### config.mk
export PLATFORM = sky130hd
export DESIGN_NAME = pmrc_head
export DESIGN_NICKNAME = d
export VERILOG_FILES = /design/src/design/pmrc_pkg.sv /design/src/design/pmrc_head.sv
export SDC_FILE = /design/constraint.sdc
export NUM_CORES = 1
export LEC_CHECK = 0
export BUFFER_PORTS_ARGS = -buffer_cell sky130_fd_sc_hd__buf_2
export CAP_MARGIN = 20
export CORE_AREA = 2 2 335 337
export DETAILED_ROUTE_END_ITERATION = 8
export DIE_AREA = 0 0 337 339
export PLACE_DENSITY_LB_ADDON = 0.08
export SETUP_SLACK_MARGIN = 0.1
export SLEW_MARGIN = 20
export SYNTH_ARGS = -nofsm -noshare
export SYNTH_HDL_FRONTEND = slang
export SYNTH_SLANG_ARGS = --single-unit
### constraint.sdc
create_clock -name vclk -period 4.34
set_input_delay 0.217 -clock vclk [all_inputs]
set_output_delay 0.217 -clock vclk [all_outputs]
set_load 0.1 [all_outputs]
### src/design/pmrc_pkg.sv
`timescale 1ns / 1ps
// ----------------------------------------------------------------------------
// pmrc_pkg: shared types and constants of the rule classifier
// Item layouts, rule record, operation and status codes, sequencer states.
// ----------------------------------------------------------------------------
package pmrc_pkg;

    // default number of rule slots in the ring
    localparam int TABLE_DEPTH_DEF = 64;

    // operation codes
    typedef enum logic [1:0] {
        OP_LOOKUP = 2'd0,
        OP_INSERT = 2'd1,
        OP_REMOVE = 2'd2,
        OP_CLEAR  = 2'd3
    } t_op;

    // verdict returned when no rule hits, or for a non-lookup item
    localparam logic [1:0] DEC_DEFER = 2'd3;

    // status codes
    localparam logic [1:0] STAT_OK        = 2'd0;
    localparam logic [1:0] STAT_FULL      = 2'd1;
    localparam logic [1:0] STAT_NOT_FOUND = 2'd2;

    // input item
    typedef struct packed {
        t_op         op;
        logic [31:0] key;
        logic [31:0] rule_id;
        logic [31:0] rule_priority;
        logic [31:0] rule_mask;
        logic [31:0] rule_match;
        logic [1:0]  rule_action;
    } t_in_item;

    // result item
    typedef struct packed {
        logic [1:0]  decision;
        logic        hit;
        logic [31:0] hit_total;
        logic [1:0]  status;
    } t_out_item;

    // one stored rule
    typedef struct packed {
        logic [31:0] id;
        logic [31:0] prio;
        logic [31:0] mask;
        logic [31:0] match;
        logic [1:0]  action;
        logic [31:0] hits;
    } t_rule;

    // what the head logic reports for one ring step
    typedef struct packed {
        logic        event_hit;   // lookup hit, insert placed, or remove found
        logic [1:0]  decision;
        logic [31:0] hit_total;
    } t_step;

    // sequencer states
    typedef enum logic [1:0] {
        S_IDLE,
        S_SCAN,
        S_FINISH
    } t_state;

endpackage

### src/design/pmrc_head.sv
`timescale 1ns / 1ps
// ----------------------------------------------------------------------------
// pmrc_head: step logic at the head of the ring
// Looks at the rule leaving the head slot and decides what re-enters the tail.
// ----------------------------------------------------------------------------
module pmrc_head #(
    parameter int TABLE_DEPTH = pmrc_pkg::TABLE_DEPTH_DEF,
    localparam int IDX_W = $clog2(TABLE_DEPTH),
    localparam int CNT_W = $clog2(TABLE_DEPTH + 1)
) (
    input  pmrc_pkg::t_in_item i_req,
    input  logic [IDX_W-1:0]   i_step,
    input  logic [CNT_W-1:0]   i_count,
    input  logic               i_full,
    input  logic               i_done,
    input  pmrc_pkg::t_rule    i_carry,
    input  pmrc_pkg::t_rule    i_head,
    input  pmrc_pkg::t_rule    i_second,
    output pmrc_pkg::t_rule    o_wr,
    output pmrc_pkg::t_step    o_step
);
    import pmrc_pkg::*;

    logic        w_in_range;
    logic        w_match;
    logic        w_place;
    logic        w_found;
    logic [31:0] w_hits_inc;
    t_rule       w_new_rule;

    // slot at the head holds a live rule
    assign w_in_range = CNT_W'(i_step) < i_count;
    assign w_hits_inc = i_head.hits + 32'd1;

    assign w_match = !i_done && w_in_range
                     && ((i_req.key & i_head.mask) == i_head.match);
    // insert goes before the first rule of strictly larger priority value
    assign w_place = !i_done && !i_full
                     && (!w_in_range || (i_head.prio > i_req.rule_priority));
    assign w_found = !i_done && w_in_range && (i_head.id == i_req.rule_id);

    always_comb begin
        w_new_rule        = '0;
        w_new_rule.id     = i_req.rule_id;
        w_new_rule.prio   = i_req.rule_priority;
        w_new_rule.mask   = i_req.rule_mask;
        w_new_rule.match  = i_req.rule_match;
        w_new_rule.action = i_req.rule_action;
        w_new_rule.hits   = 32'd0;
    end

    // tail write and step report
    always_comb begin
        o_wr             = i_head;
        o_step.event_hit = 1'b0;
        o_step.decision  = i_head.action;
        o_step.hit_total = w_hits_inc;
        unique case (i_req.op)
            OP_LOOKUP: begin
                o_step.event_hit = w_match;
                if (w_match) begin
                    o_wr.hits = w_hits_inc;
                end
            end
            OP_INSERT: begin
                o_step.event_hit = w_place;
                if (w_place) begin
                    o_wr = w_new_rule;
                end else if (i_done) begin
                    // rules after the insert point move down one slot
                    o_wr = i_carry;
                end
            end
            OP_REMOVE: begin
                o_step.event_hit = w_found;
                // from the removed rule on, every slot takes its successor
                if (i_done || w_found) begin
                    o_wr = i_second;
                end
            end
            OP_CLEAR: begin
                o_wr = i_head;
            end
            default: begin
                o_wr = i_head;
            end
        endcase
    end

endmodule

# [After elaboration in Yosys (flattened, before gate mapping)]
# Cells that the tools add are included.
[classes] n_bitwise=1 n_eq_ne=5 n_lt_le_gt_ge=2 n_addsub=1 n_reduce_logical=11 muxes=7
[ops] operator="162-bit two-way mux" count=3
[ops] operator="130-bit one-hot mux with 2 select lines" count=1
[ops] operator="32-bit one-hot mux with 4 select lines" count=1
[ops] operator="32-bit equality test" count=2
[ops] operator="32-bit by 1-bit adder with 32-bit output (second input constant)" count=1
[ops] operator="32-bit bitwise AND" count=1
[ops] operator="32-bit > comparator" count=1
[ops] operator="32-bit two-way mux" count=1
[ops] operator="6-bit by 7-bit less-than comparator with 1-bit output" count=1
[ops] operator="1-bit logical AND" count=5
[ops] operator="2-bit equality test (second input constant)" count=2
[ops] operator="1-bit logical NOT" count=3
[ops] operator="1-bit one-hot mux with 3 select lines" count=1
[ops] operator="2-bit by 1-bit equality test with 1-bit output (second input constant)" count=1
[ops] operator="2-bit logical NOT" count=1
[ops] operator="1-bit logical OR" count=2
[word_totals] out_inout_bits=197 inputBits=665 elab_cells=27 ff_bits=0

# [Logic depth before layout (Yosys ltp)]
# Gate-level depths: netlist (run 1).
[logic_depth] depth_word=6 ltp_mapped=12 mapped_depth_nobuf=9

# [Worst setup path after synthesis (run 1)]
# No wires, ideal clock.
[synth_timing] kind="in2out" startpoint="input i_head[0] in the netlist's numbering" endpoint="output o_wr[24] in the netlist's numbering" n_path_buf=0 arrival_time_ns=4.848 setup_slack_ns=-0.725 cell_stages=8 required_time_ns=4.123 cell_sequence="ha_1 -> nand3_2 -> nor3_2 -> nand3_2 -> or3_1 -> xnor2_1 -> mux2i_1 -> a2bb2oi_1"
[synth_rtl] item="start, declared" line="pmrc_head.sv:17" rtl="input pmrc_pkg::t_rule i_head,"
[synth_rtl] item="end, declared" line="pmrc_head.sv:19" rtl="output pmrc_pkg::t_rule o_wr,"

==> results of run 1 <==
## how the worst max path moves through the flow
| stage | end | cells after the start |
|---|---|---|
| after floorplan | o_wr[24] | 8 |
| after global placement | o_wr[7] | 15 |
| after detailed placement | o_wr[7] | 15 |
| after CTS | o_wr[7] | 15 |
| after global routing | o_wr[19] | 14 |
| final | o_wr[7] | 15 |
## metal layers
metal	track usage (%)	routed length [µm]	vias up
li1	-	-	6910
met1	19.3	39800	7149
met2	28.7	48100	638
met3	3.34	6530	90
met4	1.78	1400	38
met5	0	238	-
## layout make-up
| type | instances | area (µm²) | area share, % |
|---|---|---|---|
| repair buffers | 918 | 7330 | 41.6 |
| inverters | 50 | 188 | 1.07 |
| diodes | 17 | 42.5 | 0.242 |
| well taps | 1488 | 1860 | 10.6 |
| multi-input cells | 1177 | 8190 | 46.5 |
## kinds of logic after synthesis
logic type / after synthesis / synth area share, %
AO/OA/AOI/OAI: 686 / 50.6
AND/OR/NAND/NOR: 338 / 22.8
buffers and inverters: 192 / 8.98
XOR/XNOR: 79 / 7.76
adder cells (fa/ha/maj): 44 / 6.18
multiplexers: 29 / 3.64
## power breakdown
part,switching [mW],internal (mW)
combinational,2.57,1.28
clock,0,0.000000437
sequential,0,0
## per-stage QoR
stage | hold slack, ns | cells
after global routing | 0.845 | 3640
after detailed placement | 0.834 | 3632
after global placement | 0.838 | 3632
final | 0.836 | 3650
after CTS | 0.835 | 3632
after floorplan | 0.646 | 1368
## timing repair
action | 4_1_cts | 5_1_grt
gates resized for setup | 1 | 0
endpoints found under the setup margin | 1 | 1
hold endpoints to repair | 0 | 0
pin swaps | 0 | 0
cloned | 0 | 1
## critical path: stages
cell and delay, ns:
buf_2 0.08, inv_1 0.04, ha_1 0.29, a21oi_1 0.15
o21ai_1 0.14, a221oi_4 0.46, buf_4 0.20, buf_4 0.13
or2_0 0.30, buf_4 0.30, nand3_4 0.26, buf_4 0.27
or3_1 0.35, a32oi_1 0.34, buf_12 0.22
## cell usage after synthesis, types with 18 or more instances
cell      number  area share (%)
o21ai_1      245              14
nor2b_1      131             9.2
a22oi_1      134              11
a21oi_1       26             1.5
and3_1        25             1.8
xor2_1        20             2.0
a211oi_1     134              11
nand2_1       37             1.6
inv_1         49             2.1
buf_2         31             1.7
xnor2_1       59             5.8
mux2_2        27             3.4
a221oi_1      26             2.6
clkbuf_1      97             4.1
ha_1          44             6.2
or3_1         18             1.3
nand3_1       49             2.8
nand4_1       30             2.1
o21ai_0       41             2.3
==> metrics.md, run 1 <==
| Metric | Value |
|---|---|
| Outcome | `finished, final reports clean` |
| # hold bufs at CTS | `0` |
| Nature of the critical path endpoint | `output port` |
| Post-DRT Antenna Nets | `0` |
| Design area | `0.0176 mm²` |
| Setup violations, final | `0` |
| Fin. max-slew vios | `0` |
| Final TNS setup | `0 ns` |
| Mapped cell area | `0.00891 mm²` |
| Reg area | `0 µm²` |
| Die area | `roughly 0.11 mm²` |
| Vias per cell | `4.06` |
| Ys Warns | `0` |
| Critical path class | `in -> out` |
| Max Cap Viol | `0` |
| Worst Hold End | `o_step[32]` |
| Cells after Synth | `roughly 1400` |
| Setup WS post-layout | `about 0.35 ns` |
| Area growth, synth to finish | `97.5%` |
| Placed Area | `roughly 0.018 mm²` |
| Crit path DAT | `3.77 ns` |
| Startpoint Class | `primary input` |
| Leakage | `roughly 7.3 nW` |
| Setup crit start | `i_count[2]` |
| Port bufs | `approximately 860` |
| Row count | `122` |
| Most frequent cells in the layout | `buf_2 (699), o21ai_1 (245), buf_12 (174)` |
| Seq cells | `0` |
| PwrDens | `between 200 and 250 mW/mm²` |
| Vias in the first global route | `~15000` |
| IR drop worst, VDD | `0.134 mV` |
| Syn Nets | `2077` |
| CLK BUF | `0` |
| Pre-CTS WS | `approximately 0.12 ns` |
| Fill cells | `about 13000` |
| Final nets | `around 2900` |
| Syn Area/Cell | `between 6 and 7 µm²` |
| Die H | `around 340 µm` |
| Worst-Margin Slew | `roughly 0.97 ns` |
| Count of cell types in the netlist | `58` |
| Start point of the worst min-delay path | `i_head[32]` |
| Post-CTS Setup Repair Bufs | `0` |
| Min cycle time layout | `about 4 ns` |
| Max Freq | `about 250 MHz` |
| Hold Crit Class | `in -> out` |
| I/O pins | `about 860` |
| Final wirelength | `slightly below 100000 µm` |
| Commonest non-fill, non-tap cell in the layout | `buf_2` |
| Worst Path Max Fanout | `15` |
| Global-route wire length before repair | `between 100000 and 150000 µm` |
| Initial antenna violation count | `48` |
| Design Power | `between 3 and 4 mW` |
| Critical Path RT | `4.12 ns` |
| WL/cell | `between 20 and 30 µm` |
| HPWL Detailed | `approximately 80000 µm` |
| Via count | `between 10000 and 15000` |
| Register area share after synthesis | `0%` |
| RSZ-0062 raised after global routing | `false` |
| Slew headroom | `35.5%` |
| GRT Util Overall | `15.8%` |
| Die width | `about 340 µm` |
| Period utilization | `approximately nine tenths` |
| Global route overflow | `0` |
| Drt pass-1 iters | `5` |
| Share of cells above drive strength 1 | `~45%` |
| Worst Hold Path Cells | `2` |
| DRT iter0 DRCs | `between 700 and 800` |
| GPL Wtd Cong | `between 0.8 and 0.9` |
| Post-layout util | `roughly 16%` |
| Largest net degree at the start of global routing | `~150` |
| Post-route DRC violation count | `0` |
| Final Hold Vio Count | `0` |
| Initial Utilization | `8.08%` |
| Core ar. | `0.110 mm²` |
(Power assumes the default switching activity.)
==> run 2: changes to the inputs <==
--- a/config.mk
+++ b/config.mk
@@ -5,11 +5,12 @@
 export SDC_FILE = /design/constraint.sdc
 export NUM_CORES = 1
 export LEC_CHECK = 0
+export ABC_AREA = 1
 export BUFFER_PORTS_ARGS = -buffer_cell sky130_fd_sc_hd__buf_2
 export CAP_MARGIN = 20
-export CORE_AREA = 2 2 335 337
+export CORE_AREA = 2 2 339 341
 export DETAILED_ROUTE_END_ITERATION = 8
-export DIE_AREA = 0 0 337 339
+export DIE_AREA = 0 0 341 343
 export PLACE_DENSITY_LB_ADDON = 0.08
 export SETUP_SLACK_MARGIN = 0.1
 export SLEW_MARGIN = 20
==> run 2 against run 1 <==
  * Fmax increased by 13%
  * Combinational power increased by 13%
  * Die area increased by 2.4%
  * Synthesized cell count increased by 120%
  * Count of clock-buffer cells in the layout unchanged
  * Sequential share of layout area unchanged
  * Non-clock buffer count unchanged
  * Core utilization increased by 2.6 points
  * Worst hold slack about the same
  * Critical path type unchanged
==> metrics.md, run 2 <==
| Metric | Value |
|---|---|
| Outcome | `finished, final reports clean` |
| Post-layout util | `a little under a fifth` |
| Ys Warns | `0` |
| Sw Pwr | `3.21 mW` |
| Commonest non-fill, non-tap cell in the layout | `buf_2` |
| Reg area | `0 µm²` |
| Max Freq | `about 280 MHz` |
| Slowest stage delay, CP | `0.62 ns` |
| Design area | `between 0.02 and 0.025 mm²` |
| GPL Wtd Cong | `about 0.89` |
| Row count | `between 100 and 150` |
| Drt pass-1 iters | `6` |
| Switching Share | `approximately three quarters` |
| Global route overflow | `0` |
| Post-route DRC violation count | `0` |
| CP max-delay cell | `a21oi_1` |
| Mapped cell area | `0.0138 mm²` |
| Initial Utilization | `between 10% and 20%` |
| Syn Area/Cell | `about 4.5 µm²` |
| Crit-path cells | `buf_2, ha_1, nand4_1, nor3_2, and3_1, nand2_1, nand2_1, nand2_1, nand2_8, nand2_8, buf_12, nand2_1, nand3_1, a21oi_1, buf_12` |
| Crit path top cell by count | `nand2_1` |
| Leakage | `between 10 and 15 nW` |
| Via count | `approximately 22000` |
| Area growth, synth to finish | `52.3%` |
| Post-CTS Setup Repair Bufs | `0` |
| IR drop worst, VDD | `around 0.13 mV` |
| Area leader, netlist | `nand2_1` |
| Critical Path RT | `between 4 and 5 ns` |
| Setup violations, final | `0` |
| Fin. max-slew vios | `0` |
| Sequential power share | `0%` |
| Seq cells | `0` |
| Cells after Synth | `just over 3000` |
| Final TNS setup | `0 ns` |
| Fill cells | `about 14000` |
| Placed Area | `between 0.02 and 0.025 mm²` |
| Register area share after synthesis | `0%` |
| Die H | `343 µm` |
| Vias in the first global route | `approximately 22000` |
| Critical path class | `in -> out` |
| Port bufs | `862` |
| Crit path DAT | `about 3.3 ns` |
| Synth cell count leaders | `nand2_1 (786), nand3_1 (505), inv_1 (480)` |
| GRT Util Overall | `approximately a fifth` |
| Die width | `about 340 µm` |
| Met2 Track Usage GR | `32.6%` |
| Bufs and invs on worst path | `3` |
| Slew headroom | `between 30% and 40%` |
| Count of cell types in the netlist | `38` |
| Top post-synthesis cells by area | `nand2_1 (21%), nand3_1 (18%), inv_1 (13%)` |
| Post-cts gate resize count | `0` |
| Synth top area share | `a little over a fifth` |
| HPWL Detailed | `roughly 96000 µm` |
| Die area | `0.117 mm²` |
| PwrDens | `just over 200 mW/mm²` |
| Startpoint Class | `primary input` |
| Vias per cell | `about 4.2` |
| Clk network pwr share | `0%` |
| Most frequent cell after synthesis | `nand2_1` |
| Share of cells above drive strength 1 | `approximately a quarter` |
| Gr busiest metal | `met2` |
| Max Cap Viol | `0` |
| WL/cell | `around 23 µm` |
| Post-DRT Antenna Nets | `0` |
| # hold bufs at CTS | `0` |
| Met3 Use GR | `4.70%` |
| Final nets | `~4500` |
| CLK BUF | `0` |
| GR Util met1 | `between 20% and 30%` |
| Internal power | `between 1 and 1.5 mW` |
| Worst hold slack | `0.835 ns` |
| Largest net degree at the start of global routing | `between 100 and 150` |
| Most frequent cells in the layout | `buf_2 (788), nand2_1 (786), nand3_1 (505)` |
| Syn Nets | `approximately 3800` |
| Period utilization | `a little over 80%` |
| I/O pins | `862` |
| Final wirelength | `121000 µm` |
| DRT iter0 DRCs | `~1600` |
| Final Hold Vio Count | `0` |
| Combinational share of power | `between 90% and 100%` |
| RSZ-0062 raised after global routing | `false` |
| Hold Crit Class | `in -> out` |
| Initial antenna violation count | `69` |
| Worst-Margin Slew | `between 0.9 and 1 ns` |
| Core ar. | `approximately 0.11 mm²` |
| Nature of the critical path endpoint | `output port` |
| Global-route wire length before repair | `~170000 µm` |
| Area of the multi-input gates | `about 0.011 mm²` |
| Family with the most delay on the worst path | `simple AND/OR/NAND/NOR gates` |
| Min cycle time layout | `about 3.5 ns` |
| Worst Path Max Fanout | `between 60 and 70` |
## run 2: area by class of cell
type / count / area share (%)
inverter: 499 / 8.94
multi-input combinational: 2339 / 52.8
timing repair buffer: 918 / 28.9
tap: 1512 / 8.98
antenna: 35 / 0.416
## run 2: logic make-up after synthesis
logic type | share of synthesized area, %
adders and majority gates | 3.98
xor gates and xnor gates | 3.23
AOI/OAI and AO/OA | 18.9
and+or+nand+nor | 53.4
buffers and inverters | 20.6
## run 2: worst paths after layout
path                  slack (ns)  depth (start not counted)         from         end
worst max-delay path        0.80                         15  i_head[125]    o_wr[84]
worst min-delay path        0.84                          2   i_head[32]  o_step[32]
## run 2: per-layer routing
layer  part of all wire [%]  up-vias  wire (µm)
met1                     42    10300      51300
met3                    7.6      150       9240
li1                       -    11100          -
met2                     47      857      57100
met4                    2.7       46       3240
met5                   0.24        -        295
## run 2: stage by stage
| step | worst slack [ns] | instances | total power [mW] |
|---|---|---|---|
| 3_3_place_gp | 0.737 | 5268 | 4.41 |
| 2_1_floorplan | 0.113 | 3062 | 2.77 |
| 6_report | 0.796 | 5303 | 4.36 |
| 5_1_grt | 0.576 | 5289 | 4.62 |
| 4_1_cts | 0.735 | 5268 | 4.41 |
| 3_5_place_dp | 0.737 | 5268 | 4.39 |
## run 2: power groups by stage
stage	registers [mW]	clock network [mW]	logic (mW)
6_report	0	0.000000614	4.36
3_5_place_dp	0	0	4.39
2_1_floorplan	0	0	2.77
5_1_grt	0	0.000000650	4.62
4_1_cts	0	0	4.41
3_3_place_gp	0	0	4.41
